[src/rtl/ale_pkg.sv]
package ale_pkg;

  localparam int CAPACITY = 16;

  typedef enum logic [3:0] {
    OP_APPEND    = 4'd0,
    OP_INSERT    = 4'd1,
    OP_OVERWRITE = 4'd2,
    OP_DELETE    = 4'd3,
    OP_FIND      = 4'd4,
    OP_MAX       = 4'd5,
    OP_MIN       = 4'd6,
    OP_SORT      = 4'd7,
    OP_REVERSE   = 4'd8,
    OP_READ      = 4'd9
  } op_t;

  typedef enum logic [2:0] {
    ST_OK       = 3'd0,
    ST_FULL     = 3'd1,
    ST_EMPTY    = 3'd2,
    ST_BADPOS   = 3'd3,
    ST_NOTFOUND = 3'd4
  } status_t;

  typedef struct packed {
    logic [3:0]         mode;
    logic [4:0]         position;
    logic signed [31:0] value;
  } in_item_t;

  typedef struct packed {
    logic [2:0]         status;
    logic signed [31:0] result_value;
    logic [3:0]         found_position;
    logic [4:0]         element_count;
  } out_item_t;

  typedef enum logic [3:0] {
    S_IDLE,
    S_SCAN_RD,
    S_SCAN,
    S_SHUP_RD,
    S_SHUP,
    S_SHDN_RD,
    S_SHDN,
    S_SORT_RD,
    S_SORT_CMP,
    S_SORT_WR,
    S_SORT_HEAD,
    S_REV_A,
    S_REV_B,
    S_REV_C,
    S_READ,
    S_DONE
  } state_t;

endpackage

[src/rtl/array_list_engine.sv]
// Fixed-capacity list of signed 32-bit words held in one memory with one read port and
// one write port (read data registered). One transfer in yields one transfer out.
// Append and overwrite write the memory directly; read waits for the registered read data;
// find, delete, max and min walk the filled entries, one memory read per cycle; insert
// and delete shift entries one at a time; reverse swaps entries pairwise; insertion
// sort makes up to count*count/2 compares. A new item is taken only once the previous
// result has been handed over. Memory contents are undefined until written; only data
// read from filled entries is ever used.
module array_list_engine (
  input  logic                 clk,
  input  logic                 rst,
  input  logic                 in_valid,
  output logic                 in_ready,
  input  ale_pkg::in_item_t    in_data,
  output logic                 out_valid,
  input  logic                 out_ready,
  output ale_pkg::out_item_t   out_data
);

  localparam int CAPACITY = ale_pkg::CAPACITY;
  localparam int AW = (CAPACITY > 1) ? $clog2(CAPACITY) : 1;
  localparam int CW = $clog2(CAPACITY + 1);

  logic signed [31:0] mem [CAPACITY];
  logic signed [31:0] rdata;
  logic [AW-1:0]      raddr;
  logic               we;
  logic [AW-1:0]      waddr;
  logic signed [31:0] wdata;

  always_ff @(posedge clk) begin
    if (we) begin
      mem[waddr] <= wdata;
    end
    rdata <= mem[raddr];
  end

  ale_pkg::state_t state, state_next;
  logic [CW-1:0]      count, count_next;
  logic [CW-1:0]      idx, idx_next;
  logic [CW-1:0]      jdx, jdx_next;
  logic [CW-1:0]      ilim, ilim_next;
  logic signed [31:0] hold, hold_next;
  logic signed [31:0] acc, acc_next;
  ale_pkg::in_item_t  req, req_next;
  ale_pkg::out_item_t res, res_next;
  logic               busy;
  logic               take;

  assign busy     = (state != ale_pkg::S_IDLE);
  assign in_ready = !busy && !out_valid;
  assign take     = in_valid && in_ready;
  assign out_data = res;

  always_ff @(posedge clk) begin
    if (rst) begin
      state     <= ale_pkg::S_IDLE;
      count     <= '0;
      out_valid <= 1'b0;
    end else begin
      state <= state_next;
      count <= count_next;
      if (state == ale_pkg::S_DONE) begin
        out_valid <= 1'b1;
      end else if (out_ready) begin
        out_valid <= 1'b0;
      end
    end
    idx  <= idx_next;
    jdx  <= jdx_next;
    ilim <= ilim_next;
    hold <= hold_next;
    acc  <= acc_next;
    req  <= req_next;
    res  <= res_next;
  end

  function automatic logic [AW-1:0] ad(input logic [CW-1:0] x);
    return x[AW-1:0];
  endfunction

  always_comb begin
    logic [CW-1:0] pos;
    pos        = CW'(req.position);
    state_next = state;
    count_next = count;
    idx_next   = idx;
    jdx_next   = jdx;
    ilim_next  = ilim;
    hold_next  = hold;
    acc_next   = acc;
    req_next   = req;
    res_next   = res;
    raddr      = ad(idx);
    we         = 1'b0;
    waddr      = ad(idx);
    wdata      = req.value;
    case (state)
      ale_pkg::S_IDLE: begin
        if (take) begin
          req_next                = in_data;
          res_next.status         = ale_pkg::ST_OK;
          res_next.result_value   = '0;
          res_next.found_position = '0;
          state_next              = ale_pkg::S_DONE;
          idx_next                = '0;
          jdx_next                = '0;
          case (in_data.mode)
            ale_pkg::OP_APPEND: begin
              if (count >= CW'(CAPACITY)) begin
                res_next.status = ale_pkg::ST_FULL;
              end else begin
                we         = 1'b1;
                waddr      = ad(count);
                wdata      = in_data.value;
                count_next = count + 1'b1;
              end
            end
            ale_pkg::OP_INSERT: begin
              if (count >= CW'(CAPACITY)) begin
                res_next.status = ale_pkg::ST_FULL;
              end else if ({1'b0, in_data.position} > (CW+1)'(count)) begin
                res_next.status = ale_pkg::ST_BADPOS;
              end else begin
                idx_next   = count;
                state_next = ale_pkg::S_SHUP_RD;
              end
            end
            ale_pkg::OP_OVERWRITE: begin
              if ({1'b0, in_data.position} >= (CW+1)'(count)) begin
                res_next.status = ale_pkg::ST_BADPOS;
              end else begin
                we    = 1'b1;
                waddr = in_data.position[AW-1:0];
                wdata = in_data.value;
              end
            end
            ale_pkg::OP_DELETE, ale_pkg::OP_FIND, ale_pkg::OP_MAX, ale_pkg::OP_MIN: begin
              if (count == '0) begin
                res_next.status = ale_pkg::ST_EMPTY;
              end else begin
                state_next = ale_pkg::S_SCAN_RD;
              end
            end
            ale_pkg::OP_SORT: begin
              if (count > CW'(1)) begin
                idx_next   = CW'(1);
                state_next = ale_pkg::S_SORT_RD;
              end
            end
            ale_pkg::OP_REVERSE: begin
              if (count > CW'(1)) begin
                jdx_next   = count - 1'b1;
                raddr      = '0;
                state_next = ale_pkg::S_REV_A;
              end
            end
            ale_pkg::OP_READ: begin
              if ({1'b0, in_data.position} >= (CW+1)'(count)) begin
                res_next.status = ale_pkg::ST_BADPOS;
              end else begin
                raddr      = in_data.position[AW-1:0];
                state_next = ale_pkg::S_READ;
              end
            end
            default: ;
          endcase
        end
      end
      ale_pkg::S_READ: begin
        res_next.result_value = rdata;
        state_next            = ale_pkg::S_DONE;
      end
      ale_pkg::S_SCAN_RD: begin
        raddr      = ad(idx);
        idx_next   = idx + 1'b1;
        state_next = ale_pkg::S_SCAN;
      end
      ale_pkg::S_SCAN: begin
        // rdata holds entry idx-1
        raddr    = ad(idx);
        idx_next = idx + 1'b1;
        if (req.mode == ale_pkg::OP_MAX || req.mode == ale_pkg::OP_MIN) begin
          if (idx == CW'(1)) begin
            acc_next = rdata;
          end else if (req.mode == ale_pkg::OP_MAX ? (acc < rdata) : (rdata < acc)) begin
            acc_next = rdata;
          end
          if (idx == count) begin
            res_next.result_value = (idx == CW'(1)) ? rdata :
              ((req.mode == ale_pkg::OP_MAX ? (acc < rdata) : (rdata < acc)) ? rdata : acc);
            state_next = ale_pkg::S_DONE;
          end
        end else if (rdata == req.value) begin
          if (req.mode == ale_pkg::OP_FIND) begin
            res_next.found_position = 4'(idx - 1'b1);
            state_next              = ale_pkg::S_DONE;
          end else begin
            jdx_next   = idx - 1'b1;
            state_next = ale_pkg::S_SHDN_RD;
          end
        end else if (idx == count) begin
          res_next.status = ale_pkg::ST_NOTFOUND;
          state_next      = ale_pkg::S_DONE;
        end
      end
      ale_pkg::S_SHDN_RD: begin
        if (jdx + 1'b1 >= count) begin
          count_next = count - 1'b1;
          state_next = ale_pkg::S_DONE;
        end else begin
          raddr      = ad(jdx + 1'b1);
          state_next = ale_pkg::S_SHDN;
        end
      end
      ale_pkg::S_SHDN: begin
        we         = 1'b1;
        waddr      = ad(jdx);
        wdata      = rdata;
        jdx_next   = jdx + 1'b1;
        state_next = ale_pkg::S_SHDN_RD;
      end
      ale_pkg::S_SHUP_RD: begin
        if (idx <= pos) begin
          we         = 1'b1;
          waddr      = ad(pos);
          wdata      = req.value;
          count_next = count + 1'b1;
          state_next = ale_pkg::S_DONE;
        end else begin
          raddr      = ad(idx - 1'b1);
          state_next = ale_pkg::S_SHUP;
        end
      end
      ale_pkg::S_SHUP: begin
        we         = 1'b1;
        waddr      = ad(idx);
        wdata      = rdata;
        idx_next   = idx - 1'b1;
        state_next = ale_pkg::S_SHUP_RD;
      end
      ale_pkg::S_SORT_RD: begin
        // idx: outer index; jdx: slot of the hole; hold: key
        if (idx >= count) begin
          state_next = ale_pkg::S_DONE;
        end else begin
          raddr      = ad(idx);
          jdx_next   = idx;
          ilim_next  = '0;
          state_next = ale_pkg::S_SORT_CMP;
        end
      end
      ale_pkg::S_SORT_CMP: begin
        // first visit (ilim==0) latches key, then reads jdx-1
        if (ilim == '0) begin
          hold_next = rdata;
        end
        ilim_next  = CW'(1);
        raddr      = ad(jdx - 1'b1);
        state_next = ale_pkg::S_SORT_WR;
      end
      ale_pkg::S_SORT_WR: begin
        if (rdata > hold) begin
          we         = 1'b1;
          waddr      = ad(jdx);
          wdata      = rdata;
          jdx_next   = jdx - 1'b1;
          state_next = (jdx == CW'(1)) ? ale_pkg::S_SORT_HEAD : ale_pkg::S_SORT_CMP;
        end else begin
          we         = 1'b1;
          waddr      = ad(jdx);
          wdata      = hold;
          idx_next   = idx + 1'b1;
          state_next = ale_pkg::S_SORT_RD;
        end
      end
      ale_pkg::S_SORT_HEAD: begin
        // key lands in slot zero
        we         = 1'b1;
        waddr      = '0;
        wdata      = hold;
        idx_next   = idx + 1'b1;
        state_next = ale_pkg::S_SORT_RD;
      end
      ale_pkg::S_REV_A: begin
        hold_next  = rdata;
        raddr      = ad(jdx);
        state_next = ale_pkg::S_REV_B;
      end
      ale_pkg::S_REV_B: begin
        we         = 1'b1;
        waddr      = ad(idx);
        wdata      = rdata;
        state_next = ale_pkg::S_REV_C;
      end
      ale_pkg::S_REV_C: begin
        we       = 1'b1;
        waddr    = ad(jdx);
        wdata    = hold;
        idx_next = idx + 1'b1;
        jdx_next = jdx - 1'b1;
        if (idx + 1'b1 >= jdx - 1'b1) begin
          state_next = ale_pkg::S_DONE;
        end else begin
          raddr      = ad(idx + 1'b1);
          state_next = ale_pkg::S_REV_A;
        end
      end
      ale_pkg::S_DONE: begin
        res_next.element_count = count;
        state_next             = ale_pkg::S_IDLE;
      end
      default: state_next = ale_pkg::S_IDLE;
    endcase
  end

`ifndef NO_ASSERTIONS
  a_count_range: assert property (@(posedge clk) disable iff (rst)
    count <= CW'(CAPACITY)) else $error("fill count beyond capacity");
  a_one_result: assert property (@(posedge clk) disable iff (rst)
    take |=> !out_valid) else $error("result before work");
  a_count_step: assert property (@(posedge clk) disable iff (rst)
    (state == ale_pkg::S_IDLE) && !take |=> $stable(count)) else $error("count drift");
`endif

endmodule

[config.mk]
export PLATFORM = sky130hd
export DESIGN_NAME = array_list_engine
export DESIGN_NICKNAME = d
export VERILOG_FILES = /design/src/rtl/ale_pkg.sv /design/src/rtl/array_list_engine.sv
export SDC_FILE = /design/constraint.sdc
export NUM_CORES = 1
export LEC_CHECK = 0
export BUFFER_PORTS_ARGS = -buffer_cell sky130_fd_sc_hd__buf_2
export CORE_AREA = 10 10 382 384
export DETAILED_ROUTE_END_ITERATION = 10
export DIE_AREA = 0 0 392 394
export PLACE_DENSITY = 0.41
export SYNTH_ARGS = -nofsm -noshare
export SYNTH_HDL_FRONTEND = slang
export SYNTH_SLANG_ARGS = --single-unit
[constraint.sdc]
create_clock -name clk -period 8.7 [get_ports clk]
set_input_delay 0.87 -clock clk [delete_from_list [all_inputs] [get_ports clk]]
set_output_delay 0.87 -clock clk [all_outputs]
set_load 0.03 [all_outputs]
### After elaboration in Yosys (flattened, before gate mapping)

Memories as Yosys holds them, arrays and structs flattened. A register that Yosys moved wholly into a read port is not among the register bits.
Cells that the tools add are included.

* equality and inequality tests: 47
* magnitude comparators: 11
* reductions and logical operators: 35
* mux-type cells: 95
* add/subtract/negate cells: 6

Operators by type and width (count)
* 32-bit 2-to-1 mux: 9
* 32-bit one-hot mux with 2 select lines: 2
* 32-bit one-hot mux with 4 select lines: 1
* 4-bit 2-to-1 mux: 24
* 32-bit one-hot mux with 3 select lines: 1
* 5-bit 2-to-1 mux: 18
* 32-bit less-than comparator: 2
* 4-bit one-hot mux with 16 select lines: 1
* 4-bit by 3-bit == test with 1-bit output, second input constant: 11
* 4-bit == test, second input constant: 10
* 39-bit 2-to-1 mux: 1
* 32-bit == test: 1
* 32-bit greater-than comparator: 1
* 2-bit != test, second input constant: 15
* 5-bit one-hot mux with 6 select lines: 1
* 4-bit one-hot mux with 2 select lines: 3
* 4-bit one-hot mux with 6 select lines: 1
* 5-bit >= comparator: 4
* 4-bit one-hot mux with 5 select lines: 1
* 5-bit one-hot mux with 2 select lines: 2
* 5-bit one-hot mux with 4 select lines: 1
* 3-bit 2-to-1 mux: 6
* 4-bit by 2-bit == test with 1-bit output, second input constant: 4
* 4-bit one-hot mux with 4 select lines: 1
* 36 further kinds: 73

* bits in writable memories: 512
* bits of input ports: 45
* memories: 1
* register bits after elaboration: 174
* logic and storage cells: 210

Memories
* mem: words 16, width 32, rd ports 1, clocked after Yosys merged registers in 1, wr ports 1, line array_list_engine.sv:24 `logic signed [31:0] mem [CAPACITY];`

### Longest topological paths before layout

* depth after elaboration: 8
* depth in mapped cells: 18
* mapped depth without buffers: 13

### Least setup slack after synthesis

OpenSTA, ideal clock, no wires.

* path type: input -> register
* start: input in_valid
* end: register res, in the netlist out_data[10], enable pin
* arrival time: 7.021 ns
* buffers on the path: 0
* slack: 1.085 ns
* required time: 8.106 ns
* library setup time: 0.594 ns
* cell stages on the path: 7
* cells stage by stage: nor4b_4 -> nand2_4 -> clkinv_2 -> nor2_1 -> nor2_1 -> nor2_1 -> a2111oi_0

* longest elaborated chain between the ends: 3

RTL lines
* start: declaration: line array_list_engine.sv:12 `input logic in_valid,`
* 1-bit logical AND: line array_list_engine.sv:52 `assign take = in_valid && in_ready;`
* 2-bit != test (no source line)
* 4-bit AND reduction (no source line)
* end signal: assignment: line array_list_engine.sv:75 `res <= res_next;`
* end: declaration: line array_list_engine.sv:46 `ale_pkg::out_item_t res, res_next;`

No other way between the ends.
A chain may end at the register's enable or synchronous reset.

### Worst setup path in the final report

* start: register idx[0]
* end: register rdata[2], read port of mem

* longest elaborated chain between the ends: 4
* elaborated cells between the ends (all ways): 12
* classes of those cells: add/sub (2); order compare (2); mux (8)

RTL lines
* start: declaration: line array_list_engine.sv:40 `logic [CW-1:0] idx, idx_next;`
* start signal: assignment: line array_list_engine.sv:69 `idx <= idx_next;`
* 5-bit by 1-bit adder with 5-bit output, or another cell as far along: line array_list_engine.sv:305 `raddr = ad(idx + 1'b1);`
* 5-bit >= comparator / 4-bit one-hot mux with 2 select lines (equally long branches): line array_list_engine.sv:302, array_list_engine.sv:108
* 4-bit 2-to-1 mux, on equally long branches: line array_list_engine.sv:302, array_list_engine.sv:100
* 4-bit one-hot mux with 6 select lines (*): line array_list_engine.sv:98 `case (state)`
* end: declaration: line array_list_engine.sv:25 `logic signed [31:0] rdata;`

Mark *: on every way between the ends. The rest lies on a longest branch, timed or not.

==> results.sh <==
export IMPL_finalCriticalPeriod_ns=5.602
export IMPL_final_cells=4696
export IMPL_grt_max_degree=126
export IMPL_synthArstFlopShare_pct=0
export IMPL_root_buffer="clkbuf_16"
export IMPL_cts_hold_fix_buffers=0
export IMPL_grt_busiest_layer="met2"
export IMPL_syn_inst=2766
export IMPL_min_period_over_period_pct=64.39
export IMPL_ys_ff_latch=714
export IMPL_synth_top_area_share_pct=58.96
export IMPL_grt_use_met1_pct=20.75
export IMPL_place_area_sq_mm=0.03703
export IMPL_criticalPathCategory="reg -> reg"
export IMPL_path_buf_inv=3
export IMPL_dp_hpwl_mm=67.74
export IMPL_fin_area_sq_mm=0.03978
export IMPL_drv_cap=0
export IMPL_dr_total_vias=23620
export IMPL_antenna_found_initial=2
export IMPL_rr_worst_depth=14
export IMPL_cts_sinks=714
export IMPL_worst_setup_path_end_kind="flop"
export IMPL_ys_seq_area_share_pct=61.41
export IMPL_ctsResizeCount=0
export IMPL_drt_iter0_markers=1869
export IMPL_crit_start="idx[0]"
export IMPL_synth_common_cells="edfxtp_1, inv_1, o21ai_0"
export IMPL_final_core_util_pct=28.72
export IMPL_cts_buffer_depth=3
export IMPL_cp_slowest_cell="and3_4"
export IMPL_syn_area_sq_mm=0.03423
export IMPL_ant_nets=0
export IMPL_crit_fanout=46
export IMPL_die_x_um=392
export IMPL_clkTransAtPathRegs_ns=0.06
export IMPL_core_area_sq_mm=0.1385
export IMPL_ys_warn_count=0
export IMPL_finalSetupViolCount=0
export IMPL_synth_most_common_cell="edfxtp_1"
export IMPL_grt_util_met2_pct=22.79
export IMPL_cp_required_ns=9.24
export IMPL_synthTopCellsByArea="edfxtp_1, ha_1, o2111ai_1"
export IMPL_drv_slew=0
export IMPL_crit_path_max_incr_delay_ns=0.75
export IMPL_fp_dieH_um=394
export IMPL_io_pins=91
export IMPL_cp_cell_sequence="inv_1, ha_1, ha_1, nand2_1, o21ai_0, a31o_2, a211o_1, o21ai_4, buf_4, and3_4, buf_4, o2111ai_1, a41oi_1, a31oi_1"
export IMPL_drcViolationCount=0
export IMPL_yosys_area_top_type="edfxtp_1"
export IMPL_fillers=14060
export IMPL_r2r_start="idx[0]"
export IMPL_cts_tree="done"
export IMPL_synth_edff_count=672
export IMPL_clock_skew_ns=0.06436
export IMPL_area_growth_syn_to_layout_pct=16.22
export IMPL_grt_setup_unrepaired="false"
export IMPL_port_buffers=90
export IMPL_place_congestion=0.8590
export IMPL_cts_setup_buffers=0
export IMPL_die_area_sq_mm=0.1544
export IMPL_outcome="completed"
export IMPL_ys_types=94
export IMPL_grt_pass1_wl_mm=168.8
export IMPL_numCtsBuffers=84
export IMPL_grtUsageMet3_pct=1.835
export IMPL_drive_gt1_share_pct=14.79
export IMPL_fin_nets=2961
export IMPL_crit_end="rdata[2]"
export IMPL_tightest_slew_ns=1.141
export IMPL_fin_setup_tns_ns=0
export IMPL_synthFlopType="edfxtp_1"
export IMPL_row_count=137
export IMPL_r2r_slack_ns=3.10
export IMPL_finalHoldViolCount=0
export IMPL_r2r_end="rdata[2]"
export IMPL_syn_area_per_cell_sq_um=12.37
export IMPL_grt_ovfl_total=0
export IMPL_dr_pass1_iters=5
export IMPL_synth_fp_nets=2909
export IMPL_wl_per_cell_um=24.40
export IMPL_drt_total_wl_mm=114.6
export IMPL_routed_via_density=5.031
export IMPL_cpLargestDelayFamily="compound AO/OA/AOI/OAI gates"
export IMPL_hp_class="in -> reg"
export IMPL_dpl_cell_count=4539
export IMPL_start_util_pct=24.71
export IMPL_path_depth=14
export IMPL_h_tree_depth=3
export IMPL_worst_ep_arrival_time_ns=6.14
export IMPL_fmax_mhz=178.5
export IMPL_startpoint_type="flop"
export IMPL_insertion_delay_ns=0.71
export IMPL_slew_headroom_pct=23.71
export IMPL_grt_pass1_vias=23380
export IMPL_grt_total_usage_pct=14.49
-- stage by stage --
step / hold WS, ns / setup slack (ns)
6_report: 0.3966 / 3.098
5_1_grt: 0.3717 / 2.842
4_1_cts: 0.3242 / 3.194
3_5_place_dp: 0.5584 / 2.974
3_3_place_gp: 0.5491 / 3.118
2_1_floorplan: 0.4064 / 1.085
-- worst min-delay path by stage --
stage	startpoint	endpoint	slack (ns)	depth (start not counted)
2_1_floorplan	count[2]	out_data[2]	0.41	0
3_3_place_gp	acc[26]	acc[26]	0.55	1
3_5_place_dp	acc[26]	acc[26]	0.56	1
4_1_cts	in_data[3]	req[3]	0.32	1
5_1_grt	in_data[3]	req[3]	0.37	1
6_report	in_data[3]	req[3]	0.40	1
-- layout by cell type, fill, tap and decap left out, drive strengths merged, types with 15 or more instances in the layout --
master | netlist | routed
a211oi | 15 | 15
nor2 | 140 | 140
nor3 | 23 | 23
ha | 98 | 98
a21o | 22 | 22
nand4 | 89 | 89
xnor2 | 51 | 51
o2111ai | 125 | 125
a31oi | 72 | 72
nand2b | 15 | 15
buf | 69 | 168
o21ai | 198 | 198
a21oi | 86 | 86
dfxtp | 42 | 42
clkinv | 4 | 28
nand3 | 29 | 29
mux2 | 94 | 94
o221ai | 36 | 36
inv | 276 | 281
o211ai | 135 | 135
a22oi | 37 | 37
edfxtp | 672 | 672
clkbuf | 133 | 120
a41oi | 32 | 32
nand2 | 110 | 110
-- state kept, by name, summed over array words and instances (netlist names) --
| name | flops |
|---|---|
| mem | 512 |
| out_data | 44 |
| req | 41 |
| acc | 32 |
| hold | 32 |
| rdata | 32 |
| count | 5 |
| idx | 5 |
| jdx | 5 |
| state | 4 |
| ilim | 1 |
| out_valid | 1 |
-- cells by family (layout without fill, tap and decap cells) --
logic type               after synthesis  after routing  synth area share, %
AO/OA/AOI/OAI                        828            828                17.39
flip-flops                           714            714                61.41
AND/OR/NAND/NOR                      490            490                7.267
buffers and inverters                482            604                5.699
multiplexers                          99             99                3.239
adder cells (fa/ha/maj)               98             98                3.583
XOR/XNOR                              55             55                1.407
other                                  0              1                    0
-- per-layer routing --
metal | vias up | share of wire [%]
met3 | 134 | 4.2
met1 | 12100 | 48
li1 | 10820 | -
met4 | 0 | 1.9
met5 | - | 0
met2 | 568 | 46
-- layout make-up --
type | instances | area, sq um | share of cell area [%]
inverter | 280 | 1052 | 2.645
clock inverter | 36 | 372.9 | 0.9373
antenna | 1 | 2.502 | 0.006291
timing repair buffer | 168 | 1061 | 2.667
multi-input combinational | 1570 | 11630 | 29.24
clock buffer | 120 | 2379 | 5.979
sequential | 714 | 21020 | 52.84
tap | 1807 | 2261 | 5.684
-- worst reg2reg max path: stages, from the launching register on --
cell and delay (ns):
edfxtp_1 0.69, inv_1 0.37, ha_1 0.54, ha_1 0.29, nand2_1 0.05, o21ai_0 0.13
a31o_2 0.32, a211o_1 0.42, o21ai_4 0.15, buf_4 0.41, and3_4 0.79, buf_4 0.68
o2111ai_1 0.21, a41oi_1 0.33, a31oi_1 0.08
Power is not shown: default switching activity piles up to over one toggle a cycle in this logic, so the estimate is an artifact.
